File: src/rtl/core/lock_gain_step_calculator_top_macros.svh
// Assertion macros for the lock gain step calculator.
// Used by rtl/core/lock_gain_step_calculator_top.sv; needs clk and rst_n in scope.
`ifndef LOCK_GAIN_STEP_CALCULATOR_TOP_MACROS_SVH
`define LOCK_GAIN_STEP_CALCULATOR_TOP_MACROS_SVH

// Same-cycle implication, checked out of reset.
`define LGSC_ASSERT_NOW(label, ante, cons) \
    label: assert property (@(posedge clk) disable iff (!rst_n) (ante) |-> (cons)) \
        else $error("lgsc assertion failed");

// Next-cycle implication, checked out of reset.
`define LGSC_ASSERT_NEXT(label, ante, cons) \
    label: assert property (@(posedge clk) disable iff (!rst_n) (ante) |=> (cons)) \
        else $error("lgsc assertion failed");

`endif

File: src/rtl/core/lgsc_pkg.sv
// Shared constants of the lock gain step calculator.
// No dependencies.
`default_nettype none
package lgsc_pkg;
    localparam int          LEVEL_BITS_DEF = 20;
    localparam logic [31:0] TARGET_RESET   = 32'd1000;
    localparam int          STEP_DB        = 6;
    localparam int          FINE_MAX       = 6;
    localparam int          GAIN_MAX       = 127;
endpackage
`default_nettype wire

File: src/rtl/core/lock_gain_step_calculator_top.sv
// Lock gain step calculator: five-stage pipeline from level to gain step.
// Depends on lgsc_pkg and lock_gain_step_calculator_top_macros.svh.
//
//  channel   valid / ready          payload
//  input     in_valid / in_ready    measured_level
//  config    cfg_valid / cfg_ready  target_level
//  output    out_valid / out_ready  gain_change_db, level_error
//
// One request may enter every cycle while no held output stalls the pipeline.
// All stages advance together; a held output stalls the whole pipeline.
// rst_n clears the valid bits and loads the target with 1000.
// The target is sampled with each request in the first stage.
`default_nettype none
`include "lock_gain_step_calculator_top_macros.svh"
module lock_gain_step_calculator_top
    import lgsc_pkg::*;
#(
    parameter int LEVEL_BITS = LEVEL_BITS_DEF
) (
    input  wire logic                  clk,
    input  wire logic                  rst_n,
    input  wire logic                  in_valid,
    output logic                       in_ready,
    input  wire logic [LEVEL_BITS-1:0] measured_level,
    input  wire logic                  cfg_valid,
    output logic                       cfg_ready,
    input  wire logic [LEVEL_BITS-1:0] target_level,
    output logic                       out_valid,
    input  wire logic                  out_ready,
    output logic signed [7:0]          gain_change_db,
    output logic                       level_error
);
    localparam int LB = LEVEL_BITS;
    localparam int KW = $clog2(LB + 1);
    localparam int DW = LB + 6;   // deadband products
    localparam int FW = LB + 9;   // fine products

    logic [LB-1:0] tgt_reg;
    logic          adv;

    logic          s1_v_reg;
    logic [LB-1:0] s1_lvl_reg, s1_tgt_reg;

    logic          s2_v_reg, s2_err_reg, s2_zero_reg, s2_hi_reg;
    logic [KW-1:0] s2_k_reg;
    logic [LB-1:0] s2_lvl_reg, s2_tgt_reg;

    logic          s3_v_reg, s3_err_reg, s3_zero_reg, s3_hi_reg;
    logic [KW-1:0] s3_k_reg;
    logic [LB:0]   s3_lp_reg, s3_rem_reg;

    logic          s4_v_reg, s4_err_reg, s4_zero_reg, s4_hi_reg;
    logic [KW-1:0] s4_k_reg;
    logic [2:0]    s4_fine_reg;

    logic          out_v_reg, out_err_reg;
    logic [7:0]    out_gain_reg;

    assign adv       = !out_v_reg || out_ready;
    assign in_ready  = adv;
    assign cfg_ready = 1'b1;
    assign out_valid = out_v_reg;
    assign gain_change_db = out_gain_reg;
    assign level_error    = out_err_reg;

    always_ff @(posedge clk or negedge rst_n)
    begin
        if (!rst_n)
        begin
            tgt_reg <= TARGET_RESET[LB-1:0];
        end
        else if (cfg_valid)
        begin
            tgt_reg <= target_level;
        end
    end

    // stage 2 logic: error, deadband, shift count
    logic          c2_err, c2_dead, c2_hi;
    logic [LB-1:0] c2_diff;
    logic [KW-1:0] c2_k;
    logic [2*LB-1:0] c2_wide_lvl, c2_wide_tgt;
    always_comb
    begin
        c2_err  = (s1_lvl_reg == '0) || (s1_tgt_reg == '0);
        c2_hi   = s1_lvl_reg > s1_tgt_reg;
        c2_diff = c2_hi ? (s1_lvl_reg - s1_tgt_reg) : (s1_tgt_reg - s1_lvl_reg);
        c2_dead = (DW'(c2_diff) * DW'(25)) < (DW'(s1_tgt_reg) * DW'(4));
        c2_wide_lvl = (2*LB)'(s1_lvl_reg);
        c2_wide_tgt = (2*LB)'(s1_tgt_reg);
        c2_k = '0;
        for (int i = LB; i >= 0; i--)
        begin
            if (c2_hi)
            begin
                if ((s1_lvl_reg >> i) <= s1_tgt_reg)
                    c2_k = KW'(i);
            end
            else
            begin
                if ((c2_wide_lvl << i) >= c2_wide_tgt)
                    c2_k = KW'(i);
            end
        end
    end

    // stage 3 logic: shifted level and remainder
    logic [2*LB-1:0] c3_wide;
    logic [LB:0]     c3_lp, c3_tgt, c3_rem;
    always_comb
    begin
        c3_wide = s2_hi_reg ? ((2*LB)'(s2_lvl_reg) >> s2_k_reg)
                            : ((2*LB)'(s2_lvl_reg) << s2_k_reg);
        c3_lp  = c3_wide[LB:0];
        c3_tgt = (LB+1)'(s2_tgt_reg);
        c3_rem = (c3_lp > c3_tgt) ? (c3_lp - c3_tgt) : (c3_tgt - c3_lp);
    end

    // stage 4 logic: fine step f counts when rem*125 >= lp*(20f-10)
    logic [2:0]    c4_fine;
    logic [FW-1:0] c4_lhs;
    always_comb
    begin
        c4_lhs  = FW'(s3_rem_reg) * FW'(125);
        c4_fine = '0;
        for (int f = 1; f <= FINE_MAX; f++)
        begin
            if (c4_lhs >= FW'(s3_lp_reg) * FW'(20 * f - 10))
                c4_fine = c4_fine + 3'd1;
        end
    end

    // stage 5 logic: combine and saturate
    logic [9:0]        c5_coarse;
    logic signed [9:0] c5_total;
    logic [7:0]        c5_gain;
    always_comb
    begin
        c5_coarse = 10'(s4_k_reg) * 10'(STEP_DB);
        c5_total  = s4_hi_reg ? $signed(10'(s4_fine_reg) - c5_coarse)
                              : $signed(c5_coarse - 10'(s4_fine_reg));
        if (s4_zero_reg)
            c5_gain = '0;
        else if (c5_total > 10'sd127)
            c5_gain = 8'(GAIN_MAX);
        else if (c5_total < -10'sd127)
            c5_gain = 8'(-GAIN_MAX);
        else
            c5_gain = c5_total[7:0];
    end

    always_ff @(posedge clk or negedge rst_n)
    begin
        if (!rst_n)
        begin
            s1_v_reg  <= 1'b0;
            s2_v_reg  <= 1'b0;
            s3_v_reg  <= 1'b0;
            s4_v_reg  <= 1'b0;
            out_v_reg <= 1'b0;
        end
        else if (adv)
        begin
            s1_v_reg  <= in_valid;
            s2_v_reg  <= s1_v_reg;
            s3_v_reg  <= s2_v_reg;
            s4_v_reg  <= s3_v_reg;
            out_v_reg <= s4_v_reg;
        end
    end

    always_ff @(posedge clk)
    begin
        if (adv)
        begin
            s1_lvl_reg  <= measured_level;
            s1_tgt_reg  <= tgt_reg;

            s2_err_reg  <= c2_err;
            s2_zero_reg <= c2_err || c2_dead;
            s2_hi_reg   <= c2_hi;
            s2_k_reg    <= c2_k;
            s2_lvl_reg  <= s1_lvl_reg;
            s2_tgt_reg  <= s1_tgt_reg;

            s3_err_reg  <= s2_err_reg;
            s3_zero_reg <= s2_zero_reg;
            s3_hi_reg   <= s2_hi_reg;
            s3_k_reg    <= s2_k_reg;
            s3_lp_reg   <= c3_lp;
            s3_rem_reg  <= c3_rem;

            s4_err_reg  <= s3_err_reg;
            s4_zero_reg <= s3_zero_reg;
            s4_hi_reg   <= s3_hi_reg;
            s4_k_reg    <= s3_k_reg;
            s4_fine_reg <= c4_fine;

            out_err_reg  <= s4_err_reg;
            out_gain_reg <= c5_gain;
        end
    end

    `LGSC_ASSERT_NOW(a_err_gives_zero, out_v_reg && out_err_reg, out_gain_reg == 8'd0)
    `LGSC_ASSERT_NOW(a_gain_in_range, out_v_reg, out_gain_reg != 8'h80)
    `LGSC_ASSERT_NEXT(a_accept_enters, in_valid && in_ready, s1_v_reg)
    `LGSC_ASSERT_NEXT(a_stall_holds_s4, !adv, s4_v_reg == $past(s4_v_reg))
endmodule
`default_nettype wire

File: config.mk
export PLATFORM = sky130hd
export DESIGN_NAME = lock_gain_step_calculator_top
export DESIGN_NICKNAME = d
export VERILOG_FILES = /design/src/rtl/core/lgsc_pkg.sv /design/src/rtl/core/lock_gain_step_calculator_top.sv
export VERILOG_INCLUDE_DIRS = /design/src /design/src/rtl/core
export SDC_FILE = /design/constraint.sdc
export NUM_CORES = 2
export LEC_CHECK = 0
export ABC_AREA = 1
export BUFFER_PORTS_ARGS = -buffer_cell sky130_fd_sc_hd__buf_2
export CAP_MARGIN = 15
export CORE_UTILIZATION = 70
export CTS_BUF_LIST = sky130_fd_sc_hd__clkbuf_8
export DETAILED_ROUTE_END_ITERATION = 8
export GPL_ROUTABILITY_DRIVEN = 0
export PLACE_DENSITY_LB_ADDON = 0.08
export SLEW_MARGIN = 25
export SYNTH_ARGS = -nofsm -noshare
export SYNTH_HDL_FRONTEND = slang
export SYNTH_SLANG_ARGS = --single-unit
File: constraint.sdc
create_clock -name clk -period 12.4 [get_ports clk]
set_input_delay 2.48 -clock clk [delete_from_list [all_inputs] [get_ports clk]]
set_output_delay 2.48 -clock clk [all_outputs]
set_load 0.01 [all_outputs]
==> run metrics <==
grt total ovfl 0; Synth async-reset ratio 13.66%; CP dominant cell by count nand2_1; post-CTS setup buffer count 0; number of global-route vias before repair 37.58k; RSZ-0062 raised after global routing no; H-tree depth 4; CP Depth 37; first-pass GRT wire length 193,400 um; worst-path maximum fanout 6; Slew HR 22.56%; # setup viols final 0; CP startpoint kind flip-flop; pin count of the biggest net entering global routing 85; xor/xnor cell area share of the yosys netlist 4.698%; routing usage on met2 70.40%; CTS resizes 0; initial antenna violation count 5; register area share after synthesis 13.36%; met1 Use GR 46.37%; synth unique cells 79; mux contribution to synthesized area 1.094%; most frequent cells in the layout ha_1 (992), inv_1 (760), nand2_1 (756); Synth Register Bits 183; Post-CTS Hold Fix Bufs 0; post-synthesis simple-gate area fraction 14.86%; P&R area growth vs syn 4.602%; CTS root buf clkbuf_8; Setup TNS 0 ns; final WL 122,600 um; DP Area 41,660 um2; Ys Warns 0; actual slew at the worst max-slew pin 1.149 ns; CP Buf/Inv Count 4; via count 36.94k; GRT Overall Usage 42.02%; Compound-Gate Fraction of Synth Area 15.39%; synthesized area per cell 8.125 um2; commonest non-fill, non-tap cell in the layout ha_1; slowest stage cell, crit path fa_1; # clock sinks 183; CTS Buf Count 17; starting density of the core 71.09%; ratio of cells with drive above 1 in the final layout 4.315%; clk_skew 0.02726 ns; Netlist Area Pre-Place 40,240 um2; Die Span Y 241.8 um; Die Span X 241.8 um; CP peak stage delay 0.61 ns; crit path time final 9.018 ns; Tightest Hold Check Type flip-flop to flip-flop; average routed wire per standard cell 21.10 um; Crit path required time 12.70 ns; Clk pin slew, worst setup/hold paths 0.13 ns; Port Buf Inserts 55; hold depth 0; fin area 42,090 um2; Post-synth EDFFs 158; Die ar. 58,450 um2; post-route ant nets 0; period utilization 72.72%; Mapped Cells 4,953; prevailing post-synth register cell edfxtp_1; grt met3 use 7.703%; I/O pin cnt 57; clock insertion delay at the later pin of the skew report 0.54 ns; Synth Area in Adders 42.88%; worst setup path class flip-flop to flip-flop; syn_nets 6,232; post-DP HPWL 94,800 um; reg2reg path depth 37; Hold Fails Final Rpt 0; via/cell ratio 6.356; layer with the highest usage met2; Worst Path Arrival 9.32 ns; outcome completed; TritonRoute pass-1 iters 6; Layout Nets 6,318; Crit path max-delay family adder cells; number of remaining DRC errors 0; largest family of logic cells by synthesized area adder cells; core area 56,600 um2; initial drt markers 2,658; clock tree from TritonCTS yes; Max Slew Vio Count 0; Max Freq 0.1109 GHz; CP endpoint kind flip-flop; number of cell rows 87; Max Buffers Root-to-Sink 2; MaxCap Viol Count 0
## through the flow
stage | std cells | utilization, % | worst slack [ns] | hold WS, ns
after floorplan | 4953 | - | 3.918 | 0.4003
after global placement | 5776 | 73.61 | 3.841 | 0.4032
after detailed placement | 5776 | 73.61 | 3.584 | 0.4045
after CTS | 5808 | 74.34 | 3.570 | 0.4229
after global routing | 5809 | 74.36 | 2.910 | 0.4300
final | 5811 | 74.37 | 3.382 | 0.4129
## routing by layer
layer / vias to the layer above / part of all wire (%)
met5: - / 0.031
met1: 17020 / 36
li1: 17350 / -
met3: 723 / 8.5
met4: 6 / 9.7
met2: 1844 / 46
## cell type report
type,instances,area (um2)
diodes,3,7.507
clock buffers,17,234.0
clock inverters,15,181.4
fillers,4402,14510
inverters,767,2882
multi-input cells,3960,31780
flip-flops and latches,183,5378
well taps,756,945.9
repair buffers,110,688.2
## cells in the mapped netlist, types with 20 or more instances
library cell  number  area, um2
ha_1             992      12410
inv_1            760       2853
nand2_1          757       2841
a21oi_1          523       2618
nor2_1           267       1002
o21ai_0          250       1251
fa_1             242       4845
edfxtp_1         158       4745
nand3_1          133      665.6
xor2_1           127       1112
nand4_1           94      588.1
xnor2_1           87      762.0
nor3_1            50      250.2
o211ai_1          48      360.4
a211oi_1          34      255.2
a31oi_1           31      193.9
o21ai_1           30      150.1
clkbuf_1          26      97.59
mux2_2            24      270.3
nor4_1            22      137.6
a21o_1            20      150.1
## worst paths after layout
path	endpoint	startpoint	slack [ns]
max in group asynchronous	tgt_reg[6]$_DFFE_PN1P_	rst_n	10.09
worst min-delay path	s4_k_reg[1]$_DFFE_PP_	s3_k_reg[1]$_DFFE_PP_	0.41
worst max-delay path	s4_fine_reg[2]$_DFFE_PP_	s3_rem_reg[2]$_DFFE_PP_	3.38
worst max register to register	s4_fine_reg[2]$_DFFE_PP_	s3_rem_reg[2]$_DFFE_PP_	3.38
min in group asynchronous	tgt_reg[4]$_DFFE_PN0P_	rst_n	1.91
worst min register to register	s4_k_reg[1]$_DFFE_PP_	s3_k_reg[1]$_DFFE_PP_	0.41
## kinds of logic after synthesis
family | after synthesis
fa+ha+maj | 1234
other cells | 1
flops | 183
xor+xnor | 215
mux | 41
buf+inv | 810
simple gates | 1389
compound gates | 1080
Power is left out: the tool's default activity adds up to more than one toggle a clock period on the data nets, which glitch-free logic cannot reach.
